<file path="src/hdl/fat_file_sector_sequencer_assert.svh">
// Assertion macros shared by the FAT sector sequencer RTL.
`ifndef FAT_FILE_SECTOR_SEQUENCER_ASSERT_SVH
`define FAT_FILE_SECTOR_SEQUENCER_ASSERT_SVH

`ifndef SYNTH

`define FFSS_ASSERT_SAME(lbl, clk, rst, ante, cons) \
   lbl: assert property (@(posedge clk) disable iff (rst) (ante) |-> (cons)) \
      else $error("ffss assertion failed");

`define FFSS_ASSERT_NEXT(lbl, clk, rst, ante, cons) \
   lbl: assert property (@(posedge clk) disable iff (rst) (ante) |=> (cons)) \
      else $error("ffss assertion failed");

`else

`define FFSS_ASSERT_SAME(lbl, clk, rst, ante, cons)

`define FFSS_ASSERT_NEXT(lbl, clk, rst, ante, cons)

`endif

`endif

</file>
<file path="src/hdl/ffss_pkg.sv">
// Types and constants of the FAT sector sequencer.
`timescale 1ns / 1ps

package ffss_pkg;

   localparam int unsigned SECTOR_W    = 32;
   localparam int unsigned CLUSTER_W   = 28;
   localparam int unsigned ENTRY_W     = 32;
   localparam int unsigned INDEX_W     = 8;
   localparam int unsigned SPC_W       = 8;
   localparam int unsigned CSR_ADDR_W  = 2;
   localparam int unsigned CSR_DATA_W  = 32;
   localparam int unsigned REQ_TDATA_W = 64;
   localparam int unsigned RSP_TDATA_W = 48;
   localparam int unsigned KIND_W      = 2;
   localparam int unsigned ACTION_W    = 3;

   typedef logic [KIND_W-1:0] kind_type;
   localparam kind_type KIND_OPEN  = 2'd0;
   localparam kind_type KIND_NEXT  = 2'd1;
   localparam kind_type KIND_REPLY = 2'd2;

   typedef enum logic [ACTION_W-1:0] {
      ACT_OPENED = 3'd0,
      ACT_READ   = 3'd1,
      ACT_FETCH  = 3'd2,
      ACT_EOF    = 3'd3,
      ACT_ERROR  = 3'd4
   } action_type;

   typedef logic [CSR_ADDR_W-1:0] csr_addr_type;
   localparam csr_addr_type CSR_FAT32_MODE  = 2'd0;
   localparam csr_addr_type CSR_SPC         = 2'd1;
   localparam csr_addr_type CSR_FIRST_FAT   = 2'd2;
   localparam csr_addr_type CSR_FIRST_DATA  = 2'd3;

   localparam logic [CLUSTER_W-1:0] FAT32_END = 28'hFFFFFF8;
   localparam logic [CLUSTER_W-1:0] FAT32_BAD = 28'hFFFFFF7;
   localparam logic [15:0]          FAT16_END = 16'hFFF8;
   localparam logic [15:0]          FAT16_BAD = 16'hFFF7;

   localparam int unsigned FAT32_SHIFT = 7;
   localparam int unsigned FAT16_SHIFT = 8;

endpackage

</file>
<file path="src/hdl/fat_file_sector_sequencer.sv">
// Top level of the FAT sector sequencer: walks a cluster chain into sector addresses.
// A request beat is held in the request register, and its result beat then in the result register.
// Throughput: one request beat per cycle, limited only by rsp_tready backpressure.
// The request register and the result register let a new beat in while a result waits.
// A synchronous active-high reset clears the chain state (all but the offset register), the cache and all valid flags.
// After reset the configuration holds FAT16 mode, one sector per cluster, and zero bases.
`timescale 1ns / 1ps
`include "fat_file_sector_sequencer_assert.svh"

module fat_file_sector_sequencer (
   input  logic                                  clock,
   input  logic                                  reset,
   input  logic                                  req_tvalid,
   output logic                                  req_tready,
   // start_cluster[27:0], fat_entry[59:28], reply_ok[60], zero[63:61]
   input  logic [ffss_pkg::REQ_TDATA_W-1:0]      req_tdata,
   // kind[1:0]
   input  logic [ffss_pkg::KIND_W-1:0]           req_tuser,
   output logic                                  rsp_tvalid,
   input  logic                                  rsp_tready,
   // sector_address[31:0], entry_index[39:32], load_needed[40], zero[47:41]
   output logic [ffss_pkg::RSP_TDATA_W-1:0]      rsp_tdata,
   // action[2:0]
   output logic [ffss_pkg::ACTION_W-1:0]         rsp_tuser,
   input  logic                                  csr_we,
   input  logic [ffss_pkg::CSR_ADDR_W-1:0]       csr_addr,
   input  logic [ffss_pkg::CSR_DATA_W-1:0]       csr_wdata
);

   localparam int unsigned SW = ffss_pkg::SECTOR_W;
   localparam int unsigned CW = ffss_pkg::CLUSTER_W;
   localparam int unsigned PW = ffss_pkg::SECTOR_W + ffss_pkg::SPC_W;

   // Configuration registers.
   logic                          fat32_ff, fat32_in;
   logic [ffss_pkg::SPC_W-1:0]    spc_ff, spc_in;
   logic [SW-1:0]                 ffs_ff, ffs_in;
   logic [SW-1:0]                 fds_ff, fds_in;

   // Chain state.
   logic [CW-1:0]                 cur_ff, cur_in;
   logic [SW-1:0]                 cs_ff, cs_in;
   logic [SW-1:0]                 cached_ff, cached_in;
   logic                          cache_valid_ff, cache_valid_in;
   logic [SW-1:0]                 pending_ff, pending_in;
   logic                          awaiting_ff, awaiting_in;
   logic [SW-1:0]                 off_ff, off_in;

   // Request register stage.
   logic                          s1_valid_ff, s1_valid_in;
   ffss_pkg::kind_type            s1_kind_ff;
   logic [CW-1:0]                 s1_start_ff;
   logic [CW-1:0]                 s1_val_ff;
   logic                          s1_ok_ff;
   logic                          s1_end_ff;
   logic                          s1_bad_ff;
   logic [SW-1:0]                 s1_prod_ff;

   // Result register.
   logic                          rsp_valid_ff, rsp_valid_in;
   ffss_pkg::action_type          rsp_act_ff, rsp_act_in;
   logic [SW-1:0]                 rsp_addr_ff, rsp_addr_in;
   logic [ffss_pkg::INDEX_W-1:0]  rsp_idx_ff, rsp_idx_in;
   logic                          rsp_ld_ff, rsp_ld_in;

   // Request decode.
   ffss_pkg::kind_type            req_kind;
   logic [CW-1:0]                 req_start;
   logic [ffss_pkg::ENTRY_W-1:0]  req_raw;
   logic                          req_ok;
   logic [CW-1:0]                 dec_val;
   logic                          dec_end;
   logic                          dec_bad;
   logic [CW-1:0]                 dec_cluster;
   logic [PW-1:0]                 dec_prod;
   logic                          req_fire;

   // Processing.
   logic                          out_free;
   logic                          s1_has_rsp;
   logic                          s1_adv;
   logic                          s2_fire;
   logic [SW-1:0]                 data_base;
   logic                          at_cluster_end;
   logic [ffss_pkg::INDEX_W-1:0]  fetch_idx;
   logic [SW-1:0]                 pend_cand;
   logic                          ld_pending;
   logic                          ld_cand;
   logic [PW-1:0]                 off_prod;

   assign req_kind  = req_tuser;
   assign req_start = req_tdata[CW-1:0];
   assign req_raw   = req_tdata[CW+ffss_pkg::ENTRY_W-1:CW];
   assign req_ok    = req_tdata[CW+ffss_pkg::ENTRY_W];

   always_comb begin
      if (fat32_ff) begin
         dec_val = req_raw[CW-1:0];
         dec_end = (req_raw[CW-1:0] >= ffss_pkg::FAT32_END);
         dec_bad = (req_raw[CW-1:0] < CW'(2)) || (req_raw[CW-1:0] == ffss_pkg::FAT32_BAD);
      end else begin
         dec_val = CW'(req_raw[15:0]);
         dec_end = (req_raw[15:0] >= ffss_pkg::FAT16_END);
         dec_bad = (req_raw[15:0] < 16'd2) || (req_raw[15:0] == ffss_pkg::FAT16_BAD);
      end
      dec_cluster = (req_kind == ffss_pkg::KIND_OPEN) ? req_start : dec_val;
      dec_prod = PW'(SW'({{(SW-CW){1'b0}}, dec_cluster}) - SW'(2)) * PW'(spc_ff);
   end

   assign out_free   = !rsp_valid_ff || rsp_tready;
   assign s1_has_rsp = (s1_kind_ff == ffss_pkg::KIND_OPEN) ||
                       (s1_kind_ff == ffss_pkg::KIND_NEXT) ||
                       (s1_kind_ff == ffss_pkg::KIND_REPLY);
   assign s2_fire    = s1_valid_ff && s1_has_rsp && out_free;
   assign s1_adv     = s1_valid_ff && (out_free || !s1_has_rsp);
   assign req_tready = !s1_valid_ff || s1_adv;
   assign req_fire   = req_tvalid && req_tready;

   always_comb begin
      s1_valid_in = s1_valid_ff;
      if (req_tready) begin
         s1_valid_in = req_tvalid;
      end
   end

   // Configuration writes.
   always_comb begin
      fat32_in = fat32_ff;
      spc_in   = spc_ff;
      ffs_in   = ffs_ff;
      fds_in   = fds_ff;
      if (csr_we) begin
         case (csr_addr)
            ffss_pkg::CSR_FAT32_MODE: fat32_in = csr_wdata[0];
            ffss_pkg::CSR_SPC:        spc_in   = csr_wdata[ffss_pkg::SPC_W-1:0];
            ffss_pkg::CSR_FIRST_FAT:  ffs_in   = csr_wdata[SW-1:0];
            ffss_pkg::CSR_FIRST_DATA: fds_in   = csr_wdata[SW-1:0];
            default: ;
         endcase
      end
   end

   // Shared terms of the processing stage.
   assign data_base      = fds_ff + s1_prod_ff;
   assign at_cluster_end = (cs_ff == fds_ff + off_ff);
   assign fetch_idx      = fat32_ff ? {1'b0, cur_ff[ffss_pkg::FAT32_SHIFT-1:0]}
                                    : cur_ff[ffss_pkg::FAT16_SHIFT-1:0];
   assign pend_cand      = ffs_ff + (fat32_ff ? SW'(cur_ff >> ffss_pkg::FAT32_SHIFT)
                                              : SW'(cur_ff >> ffss_pkg::FAT16_SHIFT));
   assign ld_pending     = !(cache_valid_ff && (cached_ff == pending_ff));
   assign ld_cand        = !(cache_valid_ff && (cached_ff == pend_cand));

   always_comb begin
      cur_in         = cur_ff;
      cs_in          = cs_ff;
      cached_in      = cached_ff;
      cache_valid_in = cache_valid_ff;
      pending_in     = pending_ff;
      awaiting_in    = awaiting_ff;
      rsp_act_in     = ffss_pkg::ACT_ERROR;
      rsp_addr_in    = '0;
      rsp_idx_in     = '0;
      rsp_ld_in      = 1'b0;
      case (s1_kind_ff)
         ffss_pkg::KIND_OPEN: begin
            rsp_act_in  = ffss_pkg::ACT_OPENED;
            rsp_addr_in = data_base;
            if (s2_fire) begin
               awaiting_in = 1'b0;
               cur_in      = s1_start_ff;
               cs_in       = data_base;
            end
         end
         ffss_pkg::KIND_NEXT: begin
            if (awaiting_ff) begin
               rsp_act_in  = ffss_pkg::ACT_FETCH;
               rsp_addr_in = pending_ff;
               rsp_idx_in  = fetch_idx;
               rsp_ld_in   = ld_pending;
            end else if (at_cluster_end) begin
               rsp_act_in  = ffss_pkg::ACT_FETCH;
               rsp_addr_in = pend_cand;
               rsp_idx_in  = fetch_idx;
               rsp_ld_in   = ld_cand;
               if (s2_fire) begin
                  pending_in  = pend_cand;
                  awaiting_in = 1'b1;
               end
            end else begin
               rsp_act_in  = ffss_pkg::ACT_READ;
               rsp_addr_in = cs_ff;
               if (s2_fire) begin
                  cs_in = cs_ff + SW'(1);
               end
            end
         end
         ffss_pkg::KIND_REPLY: begin
            if (!awaiting_ff || !s1_ok_ff) begin
               rsp_act_in = ffss_pkg::ACT_ERROR;
               if (s2_fire) begin
                  awaiting_in = 1'b0;
               end
            end else begin
               if (s1_end_ff) begin
                  rsp_act_in = ffss_pkg::ACT_EOF;
               end else if (s1_bad_ff) begin
                  rsp_act_in = ffss_pkg::ACT_ERROR;
               end else begin
                  rsp_act_in  = ffss_pkg::ACT_READ;
                  rsp_addr_in = data_base;
               end
               if (s2_fire) begin
                  awaiting_in    = 1'b0;
                  cached_in      = pending_ff;
                  cache_valid_in = 1'b1;
                  if (!s1_end_ff && !s1_bad_ff) begin
                     cur_in = s1_val_ff;
                     cs_in  = data_base + SW'(1);
                  end
               end
            end
         end
         default: ;
      endcase
   end

   // Offset of the following cluster's first sector, kept in step with the
   // current cluster and the cluster size.
   assign off_prod = PW'(SW'({{(SW-CW){1'b0}}, CW'(cur_in + CW'(1))}) - SW'(2)) * PW'(spc_in);
   assign off_in   = off_prod[SW-1:0];

   always_comb begin
      rsp_valid_in = rsp_valid_ff;
      if (s2_fire) begin
         rsp_valid_in = 1'b1;
      end else if (rsp_tready) begin
         rsp_valid_in = 1'b0;
      end
   end

   always_ff @(posedge clock) begin
      if (reset) begin
         fat32_ff       <= 1'b0;
         spc_ff         <= ffss_pkg::SPC_W'(1);
         ffs_ff         <= '0;
         fds_ff         <= '0;
         cur_ff         <= '0;
         cs_ff          <= '0;
         cached_ff      <= '0;
         cache_valid_ff <= 1'b0;
         pending_ff     <= '0;
         awaiting_ff    <= 1'b0;
         s1_valid_ff    <= 1'b0;
         rsp_valid_ff   <= 1'b0;
      end else begin
         fat32_ff       <= fat32_in;
         spc_ff         <= spc_in;
         ffs_ff         <= ffs_in;
         fds_ff         <= fds_in;
         cur_ff         <= cur_in;
         cs_ff          <= cs_in;
         cached_ff      <= cached_in;
         cache_valid_ff <= cache_valid_in;
         pending_ff     <= pending_in;
         awaiting_ff    <= awaiting_in;
         s1_valid_ff    <= s1_valid_in;
         rsp_valid_ff   <= rsp_valid_in;
      end
   end

   always_ff @(posedge clock) begin
      off_ff <= off_in;
      if (req_fire) begin
         s1_kind_ff  <= req_kind;
         s1_start_ff <= req_start;
         s1_val_ff   <= dec_val;
         s1_ok_ff    <= req_ok;
         s1_end_ff   <= dec_end;
         s1_bad_ff   <= dec_bad;
         s1_prod_ff  <= dec_prod[SW-1:0];
      end
      if (s2_fire) begin
         rsp_act_ff  <= rsp_act_in;
         rsp_addr_ff <= rsp_addr_in;
         rsp_idx_ff  <= rsp_idx_in;
         rsp_ld_ff   <= rsp_ld_in;
      end
   end

   assign rsp_tvalid = rsp_valid_ff;
   assign rsp_tuser  = rsp_act_ff;
   assign rsp_tdata  = {{(ffss_pkg::RSP_TDATA_W - SW - ffss_pkg::INDEX_W - 1){1'b0}},
                        rsp_ld_ff, rsp_idx_ff, rsp_addr_ff};

   `FFSS_ASSERT_NEXT(a_fetch_sets_wait, clock, reset, s2_fire && (rsp_act_in == ffss_pkg::ACT_FETCH), awaiting_ff)
   `FFSS_ASSERT_NEXT(a_cache_stays_valid, clock, reset, cache_valid_ff, cache_valid_ff)
   `FFSS_ASSERT_SAME(a_only_fetch_loads, clock, reset, rsp_valid_ff && (rsp_act_ff != ffss_pkg::ACT_FETCH), !rsp_ld_ff && (rsp_idx_ff == '0))
   `FFSS_ASSERT_SAME(a_end_has_no_addr, clock, reset, rsp_valid_ff && ((rsp_act_ff == ffss_pkg::ACT_EOF) || (rsp_act_ff == ffss_pkg::ACT_ERROR)), rsp_addr_ff == '0)
   `FFSS_ASSERT_SAME(a_stall_means_full, clock, reset, !req_tready, s1_valid_ff && rsp_valid_ff && !rsp_tready)

endmodule
</file>
<file path="config.mk">
export PLATFORM = sky130hd
export DESIGN_NAME = fat_file_sector_sequencer
export DESIGN_NICKNAME = d
export VERILOG_FILES = /design/src/hdl/ffss_pkg.sv /design/src/hdl/fat_file_sector_sequencer.sv
export VERILOG_INCLUDE_DIRS = /design/src /design/src/hdl
export SDC_FILE = /design/constraint.sdc
export NUM_CORES = 2
export LEC_CHECK = 0
export CAP_MARGIN = 5
export CORE_MARGIN = 2
export CORE_UTILIZATION = 61
export CTS_BUF_LIST = sky130_fd_sc_hd__clkbuf_8
export DETAILED_ROUTE_END_ITERATION = 8
export DONT_BUFFER_PORTS = 1
export GPL_TIMING_DRIVEN = 0
export PLACE_DENSITY = 0.8
export SLEW_MARGIN = 5
export SYNTH_ARGS = -nofsm -noshare
export SYNTH_HDL_FRONTEND = slang
export SYNTH_SLANG_ARGS = --single-unit
</file>
<file path="constraint.sdc">
create_clock -name clock -period 8.9 [get_ports clock]
set_clock_uncertainty 0.05 [all_clocks]
set_input_delay 0.89 -clock clock [delete_from_list [all_inputs] [get_ports clock]]
set_output_delay 0.89 -clock clock [all_outputs]
set_load 0.02 [all_outputs]
</file>
* Word-level counts from Yosys, hierarchy flattened
Cells that the tools add are included.
Storage, ports and cells: flip-flop bits (word level) 370, bits of input ports 105, output and inout port bits 53, word-level logic and storage cells 140
Operators by class: $add $sub $neg 8, multipliers 2, magnitude comparators 4, equality and inequality tests 18, multiplexer cells 44, bitwise logic cells 2, reduce and logical (&&, ||, !) cells 38
Operator list (number):
- $mux 32 | 12
- $pmux 32 s3 | 2
- $mux 28 | 6
- $eq 32x32->1 | 3
- $add 32x1->32 const B | 2
- $add 32x32->32 | 2
- $mul 29x9->32 | 2
- $sub 28x2->29 const B | 2
- $pmux 28 s2 | 1
- $mux 8 | 5
- $add 32x21->32 | 1
- $add 28x1->28 const B | 1
- $eq 28x28->1 const B | 1
- $ge 28x28->1 const B | 1
- $lt 28x2->1 const B | 1
- $mux 21 | 1
- $eq 16x16->1 const B | 1
- $ge 16x16->1 const B | 1
- $lt 16x2->1 const B | 1
- $ne 2x2->1 const B | 6
- $mux 1 | 10
- $logic_not 1->1 | 9
- $mux 3 | 3
- $pmux 3 s3 | 1
- other kinds (16) | 41

* Depth between registers and ports, before layout
depth in word-level cells 11, gate-level depth with buffers 38

* Least setup slack after synthesis
No wires, ideal clock.
path kind input -> register, from input rsp_tready, to register off_ff[31], arrival time 8.684 ns, required time 8.720 ns, path slack 0.036 ns, stages 30, buffers on the path 3, path through nand2b_1 -> buf_2 -> nand2_2 -> inv_2 -> buf_2 -> a22oi_1 -> nor2_1 -> nand4_1 -> nor4_4 -> o221ai_2 -> buf_4 -> a31o_2 -> xnor2_1 -> nand2_1 -> fa_1 -> inv_1 -> fa_1 -> fa_1 -> fa_1 -> ha_1 -> nand3_1 -> a2111oi_0 -> o31ai_1 -> a21boi_0 -> nor4_1 -> nor3b_1 -> o21ai_0 -> a21o_1 -> o21ai_0 -> xnor3_1
On the way: word-level cells in the longest chain between the ends 8
RTL lines:
- start: declaration | RTL line fat_file_sector_sequencer.sv:20 | input logic rsp_tready,
- $logic_or 1x1->1 (*) | RTL line fat_file_sector_sequencer.sv:110 | assign out_free = !rsp_valid_ff || rsp_tready;
- $logic_and 1x1->1 (*) | RTL line fat_file_sector_sequencer.sv:114 | assign s2_fire = s1_valid_ff && s1_has_rsp && out_free;
- $mux 28 | RTL line fat_file_sector_sequencer.sv:212 | if (s2_fire) begin
- $mux 28 | RTL line fat_file_sector_sequencer.sv:198 | if (!awaiting_ff || !s1_ok_ff) begin
- $pmux 28 s2 (*) | RTL line fat_file_sector_sequencer.sv:164 | case (s1_kind_ff)
- $add 28x1->28 (*) | RTL line fat_file_sector_sequencer.sv:229 | assign off_prod = PW'(SW'({{(SW-CW){1'b0}}, CW'(cur_in + CW'(1))}) - SW'(2)) * PW'(spc_in);
- $sub 28x2->29 (*) | RTL line fat_file_sector_sequencer.sv:229
- $mul 29x9->32 (*) | RTL line fat_file_sector_sequencer.sv:229
- via off_prod[31] | RTL line fat_file_sector_sequencer.sv:89 | logic [PW-1:0] off_prod;
- end signal: assignment | RTL line fat_file_sector_sequencer.sv:272 | off_ff <= off_in;
- end: declaration | RTL line fat_file_sector_sequencer.sv:47 | logic [SW-1:0] off_ff, off_in;
Mark *: on every way through the listed nets, which the timed path passes. The rest lies on a longest branch. A chain may end at the register's enable or synchronous reset.

* Final worst setup path
from register s1_kind_ff[0], to register off_ff[31]
On the way: word-level cells in the longest chain between the ends 11
RTL lines:
- start: declaration | RTL line fat_file_sector_sequencer.sv:51 | ffss_pkg::kind_type s1_kind_ff;
- start signal: assignment | RTL line fat_file_sector_sequencer.sv:274 | s1_kind_ff <= req_kind;
- $eq 2x1->1 or $logic_not 2->1 (tied branches) | RTL line fat_file_sector_sequencer.sv:112, fat_file_sector_sequencer.sv:111, fat_file_sector_sequencer.sv:164
- $logic_or 1x1->1 | RTL line fat_file_sector_sequencer.sv:111 | assign s1_has_rsp = (s1_kind_ff == ffss_pkg::KIND_OPEN) ||
- $logic_or 1x1->1 | RTL line fat_file_sector_sequencer.sv:112 | (s1_kind_ff == ffss_pkg::KIND_NEXT) ||
- $logic_and 1x1->1 (2 in a row) | RTL line fat_file_sector_sequencer.sv:114
- $mux 28 | RTL line fat_file_sector_sequencer.sv:212
- $mux 28 | RTL line fat_file_sector_sequencer.sv:198
- $pmux 28 s2 (*) | RTL line fat_file_sector_sequencer.sv:164
- $add 28x1->28 (*) | RTL line fat_file_sector_sequencer.sv:229
- $sub 28x2->29 (*) | RTL line fat_file_sector_sequencer.sv:229
- $mul 29x9->32 (*) | RTL line fat_file_sector_sequencer.sv:229
- via off_prod[31] | RTL line fat_file_sector_sequencer.sv:89
Marked as above.

==> impl_metrics.json <==
{
  "routabilityCongestion": 1.01,
  "dp.cells": 5273,
  "cts_tree": "built",
  "reg2reg_depth": 36,
  "area_growth_syn_to_layout_pct": 9.54,
  "syn-cell-area_sq_um": 38200,
  "io_pins": 158,
  "path_max_fanout": 10,
  "hpwl_microns": 107000,
  "drc": 0,
  "layout-drive-gt1-share": 0.0884,
  "fp.dieH_microns": 254,
  "via_per_inst": 6.35,
  "grt_overflow_total": 0,
  "coreArea_sq_um": 61800,
  "cpMostUsedCell": "fa_1",
  "synth-xor-area-share": 0.0680,
  "hp-class": "input port to flop",
  "htree_num_levels": 3,
  "cts_root_buf": "clkbuf_8",
  "row_count": 91,
  "synth_simple_gate_area_frac": 0.197,
  "synth_top_family_by_area": "adder cells",
  "clk_pin_slew_worst_paths_ns": 0.07,
  "layout.nets": 5184,
  "crit_buf_inv": 7,
  "vdd.ir_drop.worst_mv": 0.135,
  "yosys.area_share.adder": 0.236,
  "grt_pass1_vias": 33000,
  "synth.distinct_cells": 115,
  "grt_usage": 0.415,
  "cts_made_buffers": 68,
  "route.vias.total": 34700,
  "power.total_w": 0.00787,
  "drtAntennaViolNets": 0,
  "grt_start_max_net_pins": 54,
  "grt_most_used_layer": "met2",
  "fmax_mhz": 115,
  "slowest_stage": "fa_1",
  "final_cell_mix": "nand2_1, inv_1, nor2_1",
  "grtUsageMet3": 0.126,
  "antenna_found_initial": 14,
  "wl_per_cell_microns": 24.8,
  "crit_cells": 36,
  "synth-compound-area-share": 0.154,
  "grt_pass1_wl_microns": 199000,
  "use_met1": 0.499,
  "fin_crit_sh": 0.978,
  "reg2reg_from": "s1_kind_ff[0]",
  "slowest_delay_ns": 0.55,
  "crit_family": "adder cells",
  "setup_viol": 0,
  "required_ns": 9.40,
  "tightest_slew_ns": 1.38,
  "crit_path_start": "s1_kind_ff[0]",
  "drtPass1Iterations": 7,
  "layout_commonest_cell": "nand2_1",
  "synth-edff-count": 137,
  "async_flop_share": 0,
  "hold_end": "s1_start_ff[15]",
  "ys.flop_type": "dfxtp_1",
  "drt_iter0_markers": 4204,
  "leakagePower_nw": 18.9,
  "ys_ff_latch": 370,
  "fin_cells": 5461,
  "hold_viol": 0,
  "syn_inst": 4425,
  "drt-total-wl_microns": 135000,
  "use_met2": 0.641,
  "avgSynthCellArea_sq_um": 8.63,
  "yosysWarnings": 0,
  "cap_violations": 0,
  "cp.arrival_ns": 9.20,
  "port_buffers": 0,
  "clockBufferDepth": 3,
  "powerDensity_nw_per_um2": 188,
  "worstSetupStartpointType": "flop",
  "die_x_microns": 254,
  "seq_area_frac_synth": 0.230,
  "r2r_end": "off_ff[31]",
  "clk_latency_ns": 0.71,
  "postCtsHoldBufs": 0,
  "crit_type": "flop to flop",
  "hold_start": "req_tdata[15]",
  "status": "completed",
  "dieArea_sq_um": 64600,
  "endpoint_kind": "flop",
  "fin_crit_ns": 8.70,
  "slew_headroom": 0.0643,
  "synth.mux.area_fraction": 0.0449,
  "clock_sinks": 370,
  "reg2reg_slack_ns": 0.20,
  "start_util": 0.618,
  "pre_cts_ws_ns": -2.47,
  "min_delay_path_depth": 0,
  "slew_viol_final": 0,
  "layout_setup_ws_ns": 0.196
}
through the flow:
step	utilization	instance area, sq um	TNS, ns	hold WS, ns
floorplan	-	38200	0	0.391
global placement	0.635	39300	-25.97	0.407
detailed placement	0.636	39300	-29.19	0.412
CTS	0.666	41200	-0.0239	0.206
global route	0.676	41800	-0.178	0.225
finish	0.677	41800	0	0.232
synth_stat cells, types with 14 or more instances:
cell type  count  area share
nor4_1        33      0.0054
inv_1        465       0.046
o21ai_0      125       0.016
a222oi_1      44       0.012
nand2b_1      70       0.011
a2111oi_0     19      0.0044
xor2_1       111       0.025
mux2_2        71       0.021
clkbuf_1     180       0.018
and3_1        38      0.0062
nand2_1      523       0.051
o2111ai_1     14      0.0032
o211ai_1      23      0.0045
o21a_1        25      0.0049
nand3_1       62      0.0081
or2_2         28      0.0046
dfxtp_1      233        0.12
a31oi_1       30      0.0049
mux2i_1       88       0.023
nor3_1        85       0.011
fa_1         315        0.17
nand4_1       40      0.0066
nor2b_1       77       0.013
and2_1       145       0.024
nor2_1       346       0.034
edfxtp_1     137        0.11
ha_1         216       0.071
buf_4         14      0.0028
a21o_1        63       0.012
a211oi_1      38      0.0075
o31ai_1       21      0.0041
xnor2_1      157       0.036
buf_2         18      0.0024
a21oi_1      266       0.035
worst reg2reg max path, delay by kind of cell (launching register included):
family / cells / cell delay (ns)
and+or+nand+nor: 9 / 1.63
buffers and inverters: 7 / 0.89
AOI/OAI and AO/OA: 11 / 2.20
DFF: 1 / 0.42
adders and majority gates: 7 / 2.85
xor gates and xnor gates: 2 / 0.52
timing repair:
item | 4_1_cts | 5_1_grt
buffers inserted | 19 | 25
cloned | 0 | 1
pin swaps | 14 | 23
setup endpoints to repair | 21 | 14
resized for setup | 50 | 66
worst max path at each step:
stage                     slack, ns          to
after floorplan                0.04  off_ff[31]
after global placement        -2.31  off_ff[31]
after detailed placement      -2.47  off_ff[31]
after CTS                     -0.02  off_ff[31]
after global routing          -0.11  off_ff[31]
final                          0.20  off_ff[31]
state kept, by name (all words and copies together), names as in the netlist, 2 cells and up:
| name | flops |
|---|---|
| rsp_addr_ff | 32 |
| off_ff | 32 |
| s1_kind_ff | 2 |
| cached_ff | 32 |
| s1_val_ff | 28 |
| fds_ff | 32 |
| ffs_ff | 32 |
| spc_ff | 8 |
| cs_ff | 32 |
| s1_prod_ff | 32 |
| cur_ff | 28 |
| rsp_idx_ff | 8 |
| s1_start_ff | 28 |
| pending_ff | 32 |
| rsp_tuser | 3 |
cell type report:
type	count	area (sq um)
fill	5042	20000
inverter	466	1750
multi-input combinational	3373	27300
clock buffer	75	1030
timing repair buffer	50	475
tap	837	1050
clock inverter	51	400
antenna	20	50.0
sequential	370	8780
buffer	219	948
report_power, final:
| part | total (W) | switching, W | internal [W] |
|---|---|---|---|
| clock network | 0.00177 | 0.000833 | 0.000937 |
| logic | 0.00399 | 0.00249 | 0.00149 |
| registers | 0.00211 | 0.000160 | 0.00195 |
metal layers:
layer / vias up / wire length (microns)
met1: 16700 / 49700
met3: 520 / 16100
met5: - / 49
met4: 8 / 10200
li1: 15400 / -
met2: 1990 / 59500
cell families (layout without fill, tap and decap cells):
logic type / Yosys count / count (layout)
AO/OA/AOI/OAI: 855 / 855
XOR/XNOR: 279 / 279
adder cells (fa/ha/maj): 531 / 531
buffers and inverters: 688 / 861
flip-flops: 370 / 370
multiplexers: 162 / 162
other: 1 / 27
AND/OR/NAND/NOR: 1539 / 1539
Note: power is estimated with default switching activity, not from simulation.
